`src/bpc_pkg.sv`:
```
// ----------------------------------------------------------------------------
// bpc_pkg
// Shared types and constants for the button press classifier.
// ----------------------------------------------------------------------------
`default_nettype none

package bpc_pkg;

  localparam int unsigned TIME_BITS_DEFAULT = 32;
  localparam int unsigned LPM_BITS          = 16;
  localparam logic [LPM_BITS-1:0] LONG_PRESS_RESET = 16'd1000;
  localparam int unsigned PRESS_TIME_BITS   = 32;

  typedef enum logic [1:0] {
    ACT_TICK    = 2'd0,
    ACT_PRESS   = 2'd1,
    ACT_RELEASE = 2'd2,
    ACT_READ    = 2'd3
  } action_t;

  typedef enum logic [2:0] {
    EV_PRESSED        = 3'd0,
    EV_RELEASED       = 3'd1,
    EV_LONG_PRESSED   = 3'd2,
    EV_SHORT_PRESSED  = 3'd3,
    EV_SHORT_RELEASED = 3'd4,
    EV_LONG_RELEASED  = 3'd5
  } event_t;

  typedef struct packed {
    action_t action;
    event_t  event_sel;
  } cmd_t;

  typedef struct packed {
    logic                       event_fired;
    logic                       is_pressed;
    logic                       is_long_pressed;
    logic                       state_changed;
    logic [PRESS_TIME_BITS-1:0] press_time;
  } res_t;

  typedef struct packed {
    logic held;
    logic change_pending;
    logic long_detected;
    logic long_reported;
    logic short_reported;
    logic release_pending;
    logic release_reported;
    logic short_release_reported;
    logic long_release_reported;
  } flags_t;

endpackage

`default_nettype wire

```
`src/button_press_classifier_unit.sv`:
```
// ----------------------------------------------------------------------------
// button_press_classifier_unit
// Short and long press classifier for debounced button events.
// ----------------------------------------------------------------------------
// Command channel (cmd_valid, cmd_stall, cmd): one item per transfer, either
// a 1 ms tick, a press, a release or a read-and-clear event query.
// Result channel (res_valid, res_stall, res): exactly one result per command,
// in order, giving the query outcome and the state after the command.
// Configuration: cfg_we writes cfg_data into the long press threshold (ms);
// write only while no command is in flight.
// The result is registered in the output register, or in the skid entry.
// Throughput: one command per clock while cmd_stall is low; the state update
// is a single pass of flag logic plus one subtract and compare in the engine.
// Stalls: the result register is backed by a single skid entry; cmd_stall
// rises only once that entry is occupied, and falls when the receiver takes
// the waiting result.
// Reset (rst, synchronous): clears the time counter, press stamp and all
// flags, empties the result path and restores a 1000 ms threshold.
// ----------------------------------------------------------------------------
`default_nettype none

module button_press_classifier_unit #(
  parameter int unsigned TIME_BITS = bpc_pkg::TIME_BITS_DEFAULT
) (
  input  wire logic                          clk,
  input  wire logic                          rst,
  input  wire logic                          cfg_we,
  input  wire logic [bpc_pkg::LPM_BITS-1:0]  cfg_data,
  input  wire logic                          cmd_valid,
  output logic                               cmd_stall,
  input  wire bpc_pkg::cmd_t                 cmd,
  output logic                               res_valid,
  input  wire logic                          res_stall,
  output bpc_pkg::res_t                      res
);
  import bpc_pkg::*;

  logic accept;
  res_t result;
  logic full;

  assign cmd_stall = full;
  assign accept    = cmd_valid && !full;

  bpc_engine #(
    .TIME_BITS (TIME_BITS)
  ) u_engine (
    .clk      (clk),
    .rst      (rst),
    .cfg_we   (cfg_we),
    .cfg_data (cfg_data),
    .accept   (accept),
    .cmd      (cmd),
    .result   (result)
  );

  bpc_out_skid u_out (
    .clk       (clk),
    .rst       (rst),
    .push      (accept),
    .push_data (result),
    .full      (full),
    .res_valid (res_valid),
    .res_stall (res_stall),
    .res       (res)
  );

endmodule

`default_nettype wire

```
`src/bpc_engine.sv`:
```
// ----------------------------------------------------------------------------
// bpc_engine
// Press state, time counter and event flags; updates on each transfer and
// forms the result from the updated state.
// ----------------------------------------------------------------------------
`default_nettype none

module bpc_engine #(
  parameter int unsigned TIME_BITS = bpc_pkg::TIME_BITS_DEFAULT
) (
  input  wire logic                          clk,
  input  wire logic                          rst,
  input  wire logic                          cfg_we,
  input  wire logic [bpc_pkg::LPM_BITS-1:0]  cfg_data,
  input  wire logic                          accept,
  input  wire bpc_pkg::cmd_t                 cmd,
  output bpc_pkg::res_t                      result
);
  import bpc_pkg::*;

  logic [LPM_BITS-1:0]  long_press_ms;
  logic [TIME_BITS-1:0] time_now, time_now_next;
  logic [TIME_BITS-1:0] press_stamp, press_stamp_next;
  logic [TIME_BITS-1:0] held_time;
  flags_t               flags, flags_next;
  logic                 fired;

  assign held_time = time_now_next - press_stamp;

  always_comb begin
    time_now_next    = time_now;
    press_stamp_next = press_stamp;
    flags_next       = flags;
    fired            = 1'b0;
    unique case (cmd.action)
      ACT_TICK: begin
        time_now_next = time_now + 1'b1;
        if (flags.held && !flags.long_detected &&
            held_time >= TIME_BITS'(long_press_ms)) begin
          flags_next.long_detected = 1'b1;
          flags_next.long_reported = 1'b0;
        end
      end
      ACT_PRESS: begin
        if (!flags.held) begin
          press_stamp_next = time_now;
          flags_next       = '0;
          flags_next.held  = 1'b1;
          flags_next.change_pending = 1'b1;
        end
      end
      ACT_RELEASE: begin
        if (flags.held) begin
          flags_next.held             = 1'b0;
          flags_next.change_pending   = 1'b1;
          flags_next.release_pending  = 1'b1;
          flags_next.release_reported = 1'b0;
        end
      end
      ACT_READ: begin
        case (cmd.event_sel)
          EV_PRESSED: begin
            if (flags.change_pending && flags.held) begin
              flags_next.change_pending = 1'b0;
              fired = 1'b1;
            end
          end
          EV_RELEASED: begin
            if (flags.change_pending && !flags.held) begin
              flags_next.change_pending = 1'b0;
              fired = 1'b1;
            end
          end
          EV_LONG_PRESSED: begin
            if (flags.long_detected && !flags.long_reported) begin
              flags_next.long_reported  = 1'b1;
              flags_next.short_reported = 1'b1;
              fired = 1'b1;
            end
          end
          EV_SHORT_PRESSED: begin
            if (flags.release_pending && !flags.release_reported &&
                !flags.short_reported) begin
              flags_next.release_reported = 1'b1;
              flags_next.short_reported   = 1'b1;
              flags_next.release_pending  = 1'b0;
              flags_next.long_detected    = 1'b0;
              flags_next.long_reported    = 1'b0;
              fired = 1'b1;
            end
          end
          EV_SHORT_RELEASED: begin
            if (flags.release_pending && !flags.long_detected &&
                !flags.short_release_reported) begin
              flags_next.short_release_reported = 1'b1;
              flags_next.release_pending        = 1'b0;
              flags_next.release_reported       = 1'b1;
              flags_next.short_reported         = 1'b1;
              flags_next.long_reported          = 1'b0;
              fired = 1'b1;
            end
          end
          EV_LONG_RELEASED: begin
            if (flags.release_pending && flags.long_detected &&
                !flags.long_release_reported) begin
              flags_next.long_release_reported = 1'b1;
              flags_next.release_pending       = 1'b0;
              flags_next.release_reported      = 1'b1;
              flags_next.long_detected         = 1'b0;
              flags_next.long_reported         = 1'b0;
              flags_next.short_reported        = 1'b0;
              fired = 1'b1;
            end
          end
          default: fired = 1'b0; // unused selectors leave everything alone
        endcase
      end
      default: fired = 1'b0;
    endcase
  end

  always_comb begin
    result.event_fired     = fired;
    result.is_pressed      = flags_next.held;
    result.is_long_pressed = flags_next.long_detected;
    result.state_changed   = flags_next.change_pending;
    result.press_time      = PRESS_TIME_BITS'(press_stamp_next);
  end

  always_ff @(posedge clk) begin
    if (rst) begin
      long_press_ms <= LONG_PRESS_RESET;
      time_now      <= '0;
      press_stamp   <= '0;
      flags         <= '0;
    end else begin
      if (cfg_we) begin
        long_press_ms <= cfg_data;
      end
      if (accept) begin
        time_now    <= time_now_next;
        press_stamp <= press_stamp_next;
        flags       <= flags_next;
      end
    end
  end

`ifndef NO_ASSERTIONS
  a_tick_advances: assert property (@(posedge clk) disable iff (rst)
    accept && cmd.action == ACT_TICK |=> time_now == TIME_BITS'($past(time_now) + 1'b1))
    else $error("time counter did not advance on tick");

  a_press_stamps: assert property (@(posedge clk) disable iff (rst)
    accept && cmd.action == ACT_PRESS && !flags.held
    |=> flags.held && flags.change_pending && press_stamp == $past(time_now))
    else $error("new press not stamped");
`endif

endmodule

`default_nettype wire

```
`src/bpc_out_skid.sv`:
```
// ----------------------------------------------------------------------------
// bpc_out_skid
// Result register with one skid entry, so a new transfer is taken while the
// receiver stalls the current result.
// ----------------------------------------------------------------------------
`default_nettype none

module bpc_out_skid (
  input  wire logic           clk,
  input  wire logic           rst,
  input  wire logic           push,
  input  wire bpc_pkg::res_t  push_data,
  output logic                full,
  output logic                res_valid,
  input  wire logic           res_stall,
  output bpc_pkg::res_t       res
);
  import bpc_pkg::*;

  logic skid_valid;
  res_t skid;
  logic load;

  assign load = !res_valid || !res_stall;
  assign full = skid_valid;

  always_ff @(posedge clk) begin
    if (rst) begin
      res_valid  <= 1'b0;
      skid_valid <= 1'b0;
    end else if (load) begin
      if (skid_valid) begin
        res_valid  <= 1'b1;
        skid_valid <= 1'b0;
      end else begin
        res_valid <= push;
      end
    end else if (push) begin
      skid_valid <= 1'b1;
    end
  end

  always_ff @(posedge clk) begin
    if (load) begin
      res <= skid_valid ? skid : push_data;
    end else if (push) begin
      skid <= push_data;
    end
  end

`ifndef NO_ASSERTIONS
  a_skid_behind_out: assert property (@(posedge clk) disable iff (rst)
    skid_valid |-> res_valid)
    else $error("skid holds data with empty output register");

  a_no_push_when_full: assert property (@(posedge clk) disable iff (rst)
    !(push && skid_valid))
    else $error("transfer accepted into full skid");
`endif

endmodule

`default_nettype wire

```
`config.mk`:
```
export PLATFORM = sky130hd
export DESIGN_NAME = button_press_classifier_unit
export DESIGN_NICKNAME = d
export VERILOG_FILES = /design/src/bpc_pkg.sv /design/src/button_press_classifier_unit.sv /design/src/bpc_engine.sv /design/src/bpc_out_skid.sv
export SDC_FILE = /design/constraint.sdc
export NUM_CORES = 1
export LEC_CHECK = 0
export BUFFER_PORTS_ARGS = -buffer_cell sky130_fd_sc_hd__clkbuf_2
export CORE_UTILIZATION = 60
export CTS_CLUSTER_DIAMETER = 120
export DETAILED_ROUTE_END_ITERATION = 6
export GPL_TIMING_DRIVEN = 1
export PLACE_DENSITY = 0.83
export SKIP_LAST_GASP = 1
export SYNTH_ARGS = -nofsm -noshare
export SYNTH_HDL_FRONTEND = slang
export SYNTH_SLANG_ARGS = --single-unit
export TNS_END_PERCENT = 1
```
`constraint.sdc`:
```
create_clock -name clk -period 11.25 [get_ports clk]
set_clock_uncertainty 0.15 [all_clocks]
set_input_delay 2.25 -clock clk [delete_from_list [all_inputs] [get_ports clk]]
set_output_delay 2.25 -clock clk [all_outputs]
set_load 0.01 [all_outputs]
```
==> impl_metrics.py, run 1 <==
metrics = {
    "outcome": {
        "status": "finished, final reports clean",
    },
    "power_and_ir_drop": {
        "vdd_drop_max_uv": 101.3,
        "power.density_nw_per_um2": 139.5,
        "power_mw": 1.497,
        "p_leak_nw": 4.446,
    },
    "global_route": {
        "grt_max_degree": 86,
        "grt-ovfl-total": 0,
        "grt_pass1_wl_um": 35560,
        "grt_antenna_before_repair": 0,
        "grt_pass1_vias": 7295,
        "grt_use_total_pct": 27.05,
    },
    "cells_and_area": {
        "fillCellCount": 1237,
        "final_cell_mix": "nor2_1, nand2_1, dfxtp_1",
        "final_common_cell": "nor2_1",
        "antenna_cells": 0,
        "drive_above_1_share_pct": 14.93,
        "area_growth_syn_to_layout_pct": 10.46,
        "layout.nets": 1178,
        "final_area_sq_um": 10730,
    },
    "worst_setup_path": {
        "cp.depth": 26,
        "cp.arrival_ns": 7.80,
        "rr_endpoint": "u_out.res[33]",
        "reg2reg_slack_ns": 5.36,
        "required_ns": 11.29,
        "critical-path-top-delay-family": "simple AND/OR/NAND/NOR gates",
        "r2r_cells": 24,
        "slowest_delay_ns": 0.54,
        "slowest_stage": "ha_1",
        "cp-start-kind": "primary input",
        "setup.worst_path.class": "primary input to flop",
        "critPathBufInv": 3,
        "r2r_start": "u_engine.time_now[0]",
        "crit_fanout": 14,
        "endpoint_kind": "flop",
    },
    "clock_network": {
        "post-cts-setup-buffers": 0,
        "cts_root_buffer": "clkbuf_16",
        "cts_made_buffers": 17,
        "clk_latency_ns": 0.44,
        "htree_num_levels": 4,
        "clk_path_buf_depth": 2,
        "cts.clk_slew.worst_paths_ns": 0.06,
        "cts_tree": "built",
        "ctsResizeCount": 0,
        "cts.sinks": 163,
        "ctsHoldBuffers": 0,
    },
    "timing": {
        "rsz0062_at_grt": "no",
        "setup_viol": 0,
        "tightest_slew_ns": 1.196,
        "drv_slew": 0,
        "fmax_mhz": 128.9,
        "fin_crit_ns": 7.761,
        "hold_viol_final": 0,
        "slew_headroom_pct": 20.08,
        "setup_tns_ns": 0,
        "fin_crit_sh_pct": 68.98,
    },
    "route": {
        "wirelength_um": 21430,
        "drc": 0,
        "avgViaCountPerCell": 5.879,
        "vias": 7807,
        "drt_iter0_markers": 621,
        "ant_nets": 0,
        "post_drt_wl_per_cell_um": 16.14,
        "drt_pass1_iterations": 5,
    },
    "placement": {
        "dp_hpwl_um": 14820,
        "place_congestion": 0.8803,
        "port-buffer-count": 63,
        "placed_cell_area_sq_um": 10110,
    },
    "run": {
        "maxCapViolations": 0,
    },
    "die": {
        "floorplan.die_area_sq_um": 16700,
        "core_area_sq_um": 15830,
        "die_height_um": 129.2,
        "rows": 46,
        "initial_core_util_pct": 61.35,
        "die_w_um": 129.2,
        "ios": 64,
    },
    "synthesis": {
        "ys_seq_area_share_pct": 41.03,
        "yosysWarnings": 0,
        "async_flop_share_pct": 0,
        "synthFlopType": "dfxtp_1",
        "synth_edf_count": 72,
        "syn_nets": 1153,
        "synth.distinct_cells": 76,
        "yosys_register_bits": 163,
        "synth_area_sq_um": 9711,
        "syn_inst": 1074,
        "syn_area_per_cell_sq_um": 9.041,
    },
    "hold_path": {
        "hold_depth": 2,
        "min-delay-path-class": "flop to flop",
        "min_from": "u_engine.flags[0]",
        "worstHoldEndpoint": "u_engine.flags[0]",
    },
}
tightest hold or removal path: cells and delay by family, from the launching register on:
family	cells	cell delay (ns)
and+or+nand+nor	1	0.07
AOI/OAI and AO/OA	1	0.05
DFF	1	0.34
metrics by stage:
step	hold slack [ns]	setup WS [ns]	util, %	std cells
6_report	0.3360	3.489	67.77	1328
5_1_grt	0.3668	2.890	67.77	1328
4_1_cts	0.3359	3.512	67.77	1328
3_5_place_dp	0.3132	3.137	63.88	1296
3_3_place_gp	0.2980	3.372	63.88	1296
2_1_floorplan	0.2885	4.241	-	1074
flip-flops by register name (all words and copies together), names as in the netlist:
register	cells
u_out.res	36
u_out.skid	36
u_out.full	1
u_engine.long_press_ms	16
u_engine.time_now	32
u_out.res_valid	1
u_engine.flags	9
u_engine.press_stamp	32
routing by layer:
metal | up-vias | wire length (um) | GRT usage (%) | share of wire [%]
li1 | 3864 | - | - | -
met1 | 3696 | 10120 | 36.90 | 47
met2 | 226 | 10040 | 43.71 | 47
met3 | 21 | 962 | 4.500 | 4.5
met4 | 0 | 299 | 8.997 | 1.4
met5 | - | 0 | 0 | 0
Yosys cell counts, drive strengths merged, types with 4 or more instances:
| cell type | number | area (sq um) |
|---|---|---|
| nor2 | 121 | 454.2 |
| nand2 | 105 | 394.1 |
| dfxtp | 91 | 1822 |
| edfxtp | 72 | 2162 |
| o21ai | 72 | 364.1 |
| a21oi | 68 | 351.6 |
| inv | 68 | 255.2 |
| ha | 52 | 650.6 |
| clkbuf | 47 | 183.9 |
| a211oi | 41 | 307.8 |
| xnor2 | 39 | 341.6 |
| mux2 | 38 | 427.9 |
| xor2 | 34 | 297.8 |
| nand3 | 19 | 117.6 |
| nand4 | 19 | 140.1 |
| buf | 17 | 75.07 |
| mux2i | 17 | 170.2 |
| nor3 | 16 | 96.35 |
| nand2b | 14 | 87.58 |
| o211ai | 12 | 90.09 |
| or3 | 12 | 81.33 |
| a21o | 11 | 82.58 |
| and3 | 9 | 63.81 |
| and4 | 7 | 61.31 |
| nor2b | 7 | 43.79 |
| nor4 | 7 | 73.82 |
| a31oi | 5 | 31.28 |
| a2111oi | 4 | 42.54 |
| o2111a | 4 | 45.04 |
| o21a | 4 | 30.03 |
power breakdown:
part           total (mW)  switching, mW  internal [mW]
Combinational       0.227          0.140         0.0876
Clock               0.608          0.238          0.370
Sequential          0.662         0.0116          0.650
Total                1.50          0.389           1.11
logic make-up (layout without fill, tap and decap cells):
logic type | after synthesis | in the layout | share of synthesized area (%)
buf+inv | 132 | 170 | 5.296
mux | 55 | 55 | 6.159
compound gates | 248 | 248 | 16.21
xor+xnor | 73 | 73 | 6.584
fa+ha+maj | 53 | 53 | 6.906
simple gates | 350 | 350 | 17.82
flops | 163 | 163 | 41.03
worst max path at each step:
stage	start	end	slack, ns
after global placement	cmd[3]	u_out.res[33]	3.37
after CTS	cmd[3]	u_out.res[33]	3.51
final	cmd[4]	u_out.res[33]	3.49
after global routing	cmd[4]	u_out.res[33]	2.89
after floorplan	cmd[3]	u_out.res[33]	4.24
after detailed placement	cmd[3]	u_out.res[33]	3.14
final cells by class:
cell class / instances / area [sq um] / area share (%)
timing repair buffer: 70 / 367.9 / 3.429
clock inverter: 14 / 186.4 / 1.738
multi-input combinational: 779 / 5233 / 48.78
clock buffer: 18 / 429.2 / 4.001
sequential: 163 / 3985 / 37.15
tap: 216 / 270.3 / 2.520
inverter: 68 / 255.2 / 2.380
(Power assumes the default switching activity.)
==> run 2: changes to the inputs <==
--- a/config.mk
+++ b/config.mk
@@ -5,12 +5,13 @@
 export SDC_FILE = /design/constraint.sdc
 export NUM_CORES = 1
 export LEC_CHECK = 0
+export ABC_AREA = 1
 export BUFFER_PORTS_ARGS = -buffer_cell sky130_fd_sc_hd__clkbuf_2
-export CORE_UTILIZATION = 60
+export CORE_UTILIZATION = 56
 export CTS_CLUSTER_DIAMETER = 120
 export DETAILED_ROUTE_END_ITERATION = 6
 export GPL_TIMING_DRIVEN = 1
-export PLACE_DENSITY = 0.83
+export PLACE_DENSITY = 0.81
 export SKIP_LAST_GASP = 1
 export SYNTH_ARGS = -nofsm -noshare
 export SYNTH_HDL_FRONTEND = slang
==> constraint.sdc (replaced) <==
create_clock -name clk -period 6.4 [get_ports clk]
set_clock_uncertainty 0.15 [all_clocks]
set_input_delay 1.28 -clock clk [delete_from_list [all_inputs] [get_ports clk]]
set_output_delay 1.28 -clock clk [all_outputs]
set_load 0.01 [all_outputs]
==> run 2 against run 1 <==
  * Clock power increased by 74%
  * Worst setup slack got worse by 2.5 ns
  * First-iteration DRC count increased by 40%
  * Flip-flop and latch count unchanged
  * Synthesized cell count increased by 36%
  * Combinational power increased to 3.4 times the previous value
  * Die area increased by 12%
  * Sequential power increased by 83%
  * Critical endpoint unchanged
==> impl_metrics.py, run 2 <==
metrics = {
    "route": {
        "avgViaCountPerCell": 5.318,
        "drt_iter0_markers": 867,
        "wirelength_um": 25080,
        "ant_nets": 0,
        "post_drt_wl_per_cell_um": 14.38,
        "vias": 9275,
        "drt_pass1_iterations": 5,
        "drc": 0,
    },
    "run": {
        "maxCapViolations": 0,
    },
    "global_route": {
        "grt_pass1_vias": 8315,
        "grt_pass1_wl_um": 40920,
        "grt-ovfl-total": 0,
        "grt_antenna_before_repair": 0,
        "grt_use_total_pct": 28.17,
        "grt_max_degree": 77,
    },
    "timing": {
        "tightest_slew_ns": 0.9842,
        "fmax_mhz": 186.3,
        "setup_tns_ns": 0,
        "hold_viol_final": 0,
        "fin_crit_sh_pct": 83.85,
        "setup_viol": 0,
        "rsz0062_at_grt": "no",
        "drv_slew": 0,
        "slew_headroom_pct": 34.31,
        "fin_crit_ns": 5.367,
    },
    "cells_and_area": {
        "final_common_cell": "nand2_1",
        "final_cell_mix": "nand2_1, inv_1, o21ai_0",
        "drive_above_1_share_pct": 8.690,
        "top_regs": "u_out.res (36), u_out.skid (36)",
        "area_growth_syn_to_layout_pct": 10.87,
        "antenna_cells": 0,
        "layout.nets": 1585,
    },
    "clock_network": {
        "cts.sinks": 163,
        "cts.clk_slew.worst_paths_ns": 0.07,
        "cts_made_buffers": 17,
        "cts_tree": "built",
        "ctsHoldBuffers": 0,
        "clk_path_buf_depth": 2,
        "htree_num_levels": 4,
        "clk_latency_ns": 0.44,
        "post-cts-setup-buffers": 0,
        "ctsResizeCount": 0,
        "cts_root_buffer": "clkbuf_16",
    },
    "hold_path": {
        "min_from": "u_engine.long_press_ms[11]",
        "min-delay-path-class": "flop to flop",
        "hold_depth": 2,
    },
    "worst_setup_path": {
        "r2r_start": "u_engine.time_now[1]",
        "setup.worst_path.class": "primary input to flop",
        "reg2reg_slack_ns": 1.91,
        "crit_fanout": 7,
        "crit_path_frequent_cell": "nand2_1",
        "slowest_stage": "ha_1",
        "cp-start-kind": "primary input",
        "endpoint_kind": "flop",
        "cp.arrival_ns": 5.40,
        "slowest_delay_ns": 0.37,
        "r2r_cells": 26,
        "cp-endpoint": "u_out.res[33]",
        "critPathLaunch": "cmd[4]",
        "rr_endpoint": "u_out.res[33]",
        "required_ns": 6.44,
    },
    "die": {
        "rows": 48,
        "die_w_um": 136.9,
        "die_height_um": 136.9,
        "core_area_sq_um": 17540,
        "floorplan.die_area_sq_um": 18750,
        "initial_core_util_pct": 58.13,
        "ios": 64,
    },
    "synthesis": {
        "synthFlopType": "dfxtp_1",
        "synth_edf_count": 72,
        "yosysTopAreaCell": "edfxtp_1",
        "synthTopCellsByArea": "edfxtp_1, dfxtp_1, nand2_1, inv_1, ha_1",
        "yosysMostFrequentCell": "nand2_1",
        "ys_seq_area_share_pct": 39.08,
        "async_flop_share_pct": 0,
        "syn_nets": 1537,
        "syn_inst": 1458,
        "yosysWarnings": 0,
        "synth_area_sq_um": 10190,
        "synth_top_area_share_pct": 21.21,
        "synth_common_cells": "nand2_1, inv_1, o21ai_0",
        "yosys_register_bits": 163,
        "synth.distinct_cells": 40,
        "syn_area_per_cell_sq_um": 6.992,
    },
    "power_and_ir_drop": {
        "vdd_drop_max_uv": 195.2,
        "power_mw": 3.041,
        "power.density_nw_per_um2": 269.1,
        "p_leak_nw": 5.759,
    },
    "placement": {
        "port-buffer-count": 63,
        "dp_hpwl_um": 18590,
        "place_congestion": 0.9104,
    },
    "outcome": {
        "status": "finished, final reports clean",
    },
}
## run 2: cell types whose count changed in the layout (fill, tap and decap cells not counted), moves of 11 or more
cell      before  now
a211oi_1      41    3
a21o_1        11    0
a21oi_1       65  105
inv_1         68  261
mux2_2        38    0
mux2i_1       17    0
nand2_1      104  412
nand2b_1      13    0
nand3_1       16   50
nor3_1        14   28
o211ai_1      12    1
o21ai_0       71  128
xnor2_1       39    4
## run 2: worst min path at each step
stage	end	slack (ns)
after floorplan	u_engine.long_press_ms[15]	0.29
after global placement	u_engine.long_press_ms[7]	0.31
after detailed placement	u_engine.long_press_ms[5]	0.31
after CTS	u_engine.long_press_ms[5]	0.33
after global routing	u_engine.long_press_ms[12]	0.35
final	u_engine.long_press_ms[11]	0.32
## run 2: metrics by stage
step / worst slack, ns / cell area (sq um) / cells / util (%) / hold WS, ns
after CTS: 1.067 / 11300 / 1744 / 64.45 / 0.3263
after detailed placement: 0.6230 / 10710 / 1712 / 61.05 / 0.3136
after floorplan: 1.545 / 10190 / 1458 / - / 0.2853
final: 1.033 / 11300 / 1744 / 64.45 / 0.3238
after global placement: 0.6883 / 10710 / 1712 / 61.05 / 0.3055
after global routing: 0.5328 / 11300 / 1744 / 64.45 / 0.3478
## run 2: cells by family (layout without fill, tap and decap cells)
family / after synthesis / after routing / synth area share, %
compound gates: 251 / 251 / 12.73
fa+ha+maj: 53 / 53 / 6.578
simple gates: 642 / 642 / 26.72
flops: 163 / 163 / 39.08
xor+xnor: 41 / 41 / 3.522
buf+inv: 308 / 369 / 11.38
## run 2: layout make-up
type | count | area [sq um]
Clock buffer | 18 | 429.2
Inverter | 265 | 994.7
Timing Repair Buffer | 72 | 382.9
Fill cell | 1536 | 6233
Tap cell | 225 | 281.5
Clock inverter | 14 | 167.7
Sequential cell | 163 | 3984
Multi-Input combinational cell | 987 | 5064
## run 2: worst max-delay path, delay by kind of cell
| kind | cells | cell delay, ns |
|---|---|---|
| compound gates | 1 | 0.25 |
| xor+xnor | 2 | 0.43 |
| fa+ha+maj | 3 | 1.01 |
| buf+inv | 4 | 0.28 |
| simple gates | 20 | 2.16 |
## run 2: power breakdown
part           total (mW)  internal [mW]  leakage (nW)  switching (mW)
clock network        1.06          0.590         0.286           0.472
registers            1.21           1.17          1.49          0.0407
logic               0.772          0.259          3.98           0.514
## run 2: routing by layer
layer  vias up  part of all wire (%)  GRT usage, %
met5         -                     0             0
met4         0                   2.3         10.20
met3        41                   7.3         4.815
met2       356                    42         42.79
met1      4159                    48         39.99
li1       4719                     -             -
==> run 3: changes to the inputs <==
--- a/config.mk
+++ b/config.mk
@@ -7,11 +7,11 @@
 export LEC_CHECK = 0
 export ABC_AREA = 1
 export BUFFER_PORTS_ARGS = -buffer_cell sky130_fd_sc_hd__clkbuf_2
-export CORE_UTILIZATION = 56
+export CORE_UTILIZATION = 60
 export CTS_CLUSTER_DIAMETER = 120
 export DETAILED_ROUTE_END_ITERATION = 6
 export GPL_TIMING_DRIVEN = 1
-export PLACE_DENSITY = 0.81
+export PLACE_DENSITY = 0.83
 export SKIP_LAST_GASP = 1
 export SYNTH_ARGS = -nofsm -noshare
 export SYNTH_HDL_FRONTEND = slang
==> constraint.sdc (replaced) <==
create_clock -name clk -period 5.3 [get_ports clk]
set_clock_uncertainty 0.15 [all_clocks]
set_input_delay 1.06 -clock clk [delete_from_list [all_inputs] [get_ports clk]]
set_output_delay 1.06 -clock clk [all_outputs]
set_load 0.01 [all_outputs]
==> run 3 against run 2 <==
  * Register-to-register slack lost 1.0 ns
  * Critical path depth grew 1
  * Design area grew 0.72%
  * Sequential power grew 21%
  * Total power grew 20%
  * Cell count grew 0.40%
  * Critical path type unchanged
  * Hold slack lost 0.0038 ns
  * Count of clock-buffer cells in the layout is the same
  * Wire length shrank 0.24%
  * Utilization grew 4.2 points
  * Highest routed layer unchanged
==> impl_metrics.py, run 3 (synthesis gave the netlist of run 2 again) <==
metrics = {
    "route": {
        "met1_length_um": 11650,
        "drt_iter0_markers": 1063,
        "route.met2.wl_um": 10780,
        "wirelength_um": 25020,
        "post_drt_wl_per_cell_um": 14.29,
        "dr_wl_met3_um": 1752,
        "avgViaCountPerCell": 5.340,
        "drt_pass1_iterations": 5,
        "drc": 0,
        "routed.top_layer": "met4",
        "ant_nets": 0,
        "vias": 9351,
    },
    "global_route": {
        "grt_pass1_vias": 8434,
        "grt_use_total_pct": 29.54,
        "grt_pass1_wl_um": 40820,
        "grt-ovfl-total": 0,
        "grt_antenna_before_repair": 0,
        "grt_max_degree": 55,
    },
    "timing": {
        "slew_headroom_pct": 32.70,
        "tightest_slew_ns": 1.007,
        "hold_viol_final": 0,
        "rsz0062_at_grt": "no",
        "fin_crit_ns": 4.911,
        "drv_slew": 0,
        "fmax_mhz": 203.6,
        "fin_crit_sh_pct": 92.65,
        "setup_viol": 0,
        "setup_tns_ns": 0,
    },
    "cells_and_area": {
        "final_common_cell": "nand2_1",
        "top_regs": "u_out.res (36), u_out.skid (36)",
        "area_growth_syn_to_layout_pct": 11.67,
        "final_cell_mix": "nand2_1, inv_1, o21ai_0",
        "drive_above_1_share_pct": 9.406,
        "antenna_cells": 0,
        "fillCellCount": 1435,
        "layout.nets": 1597,
    },
    "clock_network": {
        "cts.sinks": 163,
        "clk_latency_ns": 0.43,
        "post-cts-setup-buffers": 0,
        "cts.clk_slew.worst_paths_ns": 0.07,
        "ctsResizeCount": 0,
        "cts_tree": "built",
        "cts_root_buffer": "clkbuf_16",
        "ctsHoldBuffers": 0,
        "cts_made_buffers": 17,
        "htree_num_levels": 4,
        "clk_path_buf_depth": 2,
    },
    "outcome": {
        "status": "finished, final reports clean",
    },
    "worst_setup_path": {
        "required_ns": 5.33,
        "slowest_stage": "ha_1",
        "endpoint_kind": "flop",
        "cp-start-kind": "primary input",
        "crit_path_frequent_cell": "nand2_1",
        "setup.worst_path.class": "primary input to flop",
        "slowest_delay_ns": 0.31,
        "cp.arrival_ns": 4.94,
        "r2r_cells": 27,
        "crit_fanout": 4,
    },
    "hold_path": {
        "hold_depth": 2,
        "min-delay-path-class": "flop to flop",
    },
    "power_and_ir_drop": {
        "power_mw": 3.664,
        "power.density_nw_per_um2": 321.9,
        "p_leak_nw": 5.813,
        "vdd_drop_max_uv": 251.4,
    },
    "die": {
        "floorplan.die_area_sq_um": 17520,
        "rows": 47,
        "die_w_um": 132.4,
        "die_height_um": 132.4,
        "initial_core_util_pct": 61.48,
        "ios": 64,
        "core_area_sq_um": 16580,
    },
    "run": {
        "maxCapViolations": 0,
    },
    "placement": {
        "dp_hpwl_um": 18350,
        "place_congestion": 1.067,
        "port-buffer-count": 63,
    },
}
-- run 3: changes by cell type in the layout (fill, tap and decap cells not counted) --
cell      before  now
buf_4          9   21
clkinv_4       0    1
inv_8          4    3
-- run 3: critical path, delay by kind of cell --
kind / cells / cell delay [ns]
buf+inv: 3 / 0.25
simple gates: 20 / 1.96
fa+ha+maj: 3 / 0.85
xor+xnor: 2 / 0.36
compound gates: 3 / 0.46
-- run 3: power by group --
group | switching [mW] | internal, mW
registers | 0.0499 | 1.41
clock network | 0.551 | 0.709
logic | 0.618 | 0.327
-- run 3: through the flow --
step / worst slack, ns / area [sq um] / instances / hold WS [ns] / util (%)
after floorplan: 0.6653 / 10190 / 1458 / 0.2853 / -
after CTS: 0.4013 / 11380 / 1751 / 0.3269 / 68.65
after global placement: 0.05190 / 10790 / 1719 / 0.3069 / 65.07
after global routing: 0.03681 / 11380 / 1751 / 0.3455 / 68.65
after detailed placement: -0.02873 / 10790 / 1719 / 0.3140 / 65.07
final: 0.3894 / 11380 / 1751 / 0.3200 / 68.65
-- run 3: final timing paths --
kind / startpoint / endpoint / slack [ns]
max reg2reg: u_engine.time_now[0] / u_out.res[33] / 0.87
max: cmd[3] / u_out.res[33] / 0.39
min reg2reg: u_engine.long_press_ms[9] / u_engine.long_press_ms[9] / 0.32
min: u_engine.long_press_ms[9] / u_engine.long_press_ms[9] / 0.32
-- run 3: final cells by class --
| cell class | count | area [sq um] | share of cell area [%] |
|---|---|---|---|
| flip-flops and latches | 163 | 3984 | 34.99 |
| inverters | 265 | 994.7 | 8.737 |
| multi-input cells | 987 | 5064 | 44.48 |
| well taps | 220 | 275.3 | 2.418 |
| repair buffers | 84 | 473.0 | 4.154 |
| clock buffers | 18 | 429.2 | 3.770 |
| clock inverters | 14 | 165.2 | 1.451 |
-- run 3: per-layer routing --
layer  track usage [%]  vias up
met5                 0        -
met2             45.50      370
met3             3.998       66
met1             41.50     4167
met4             13.15        0
li1                  -     4748
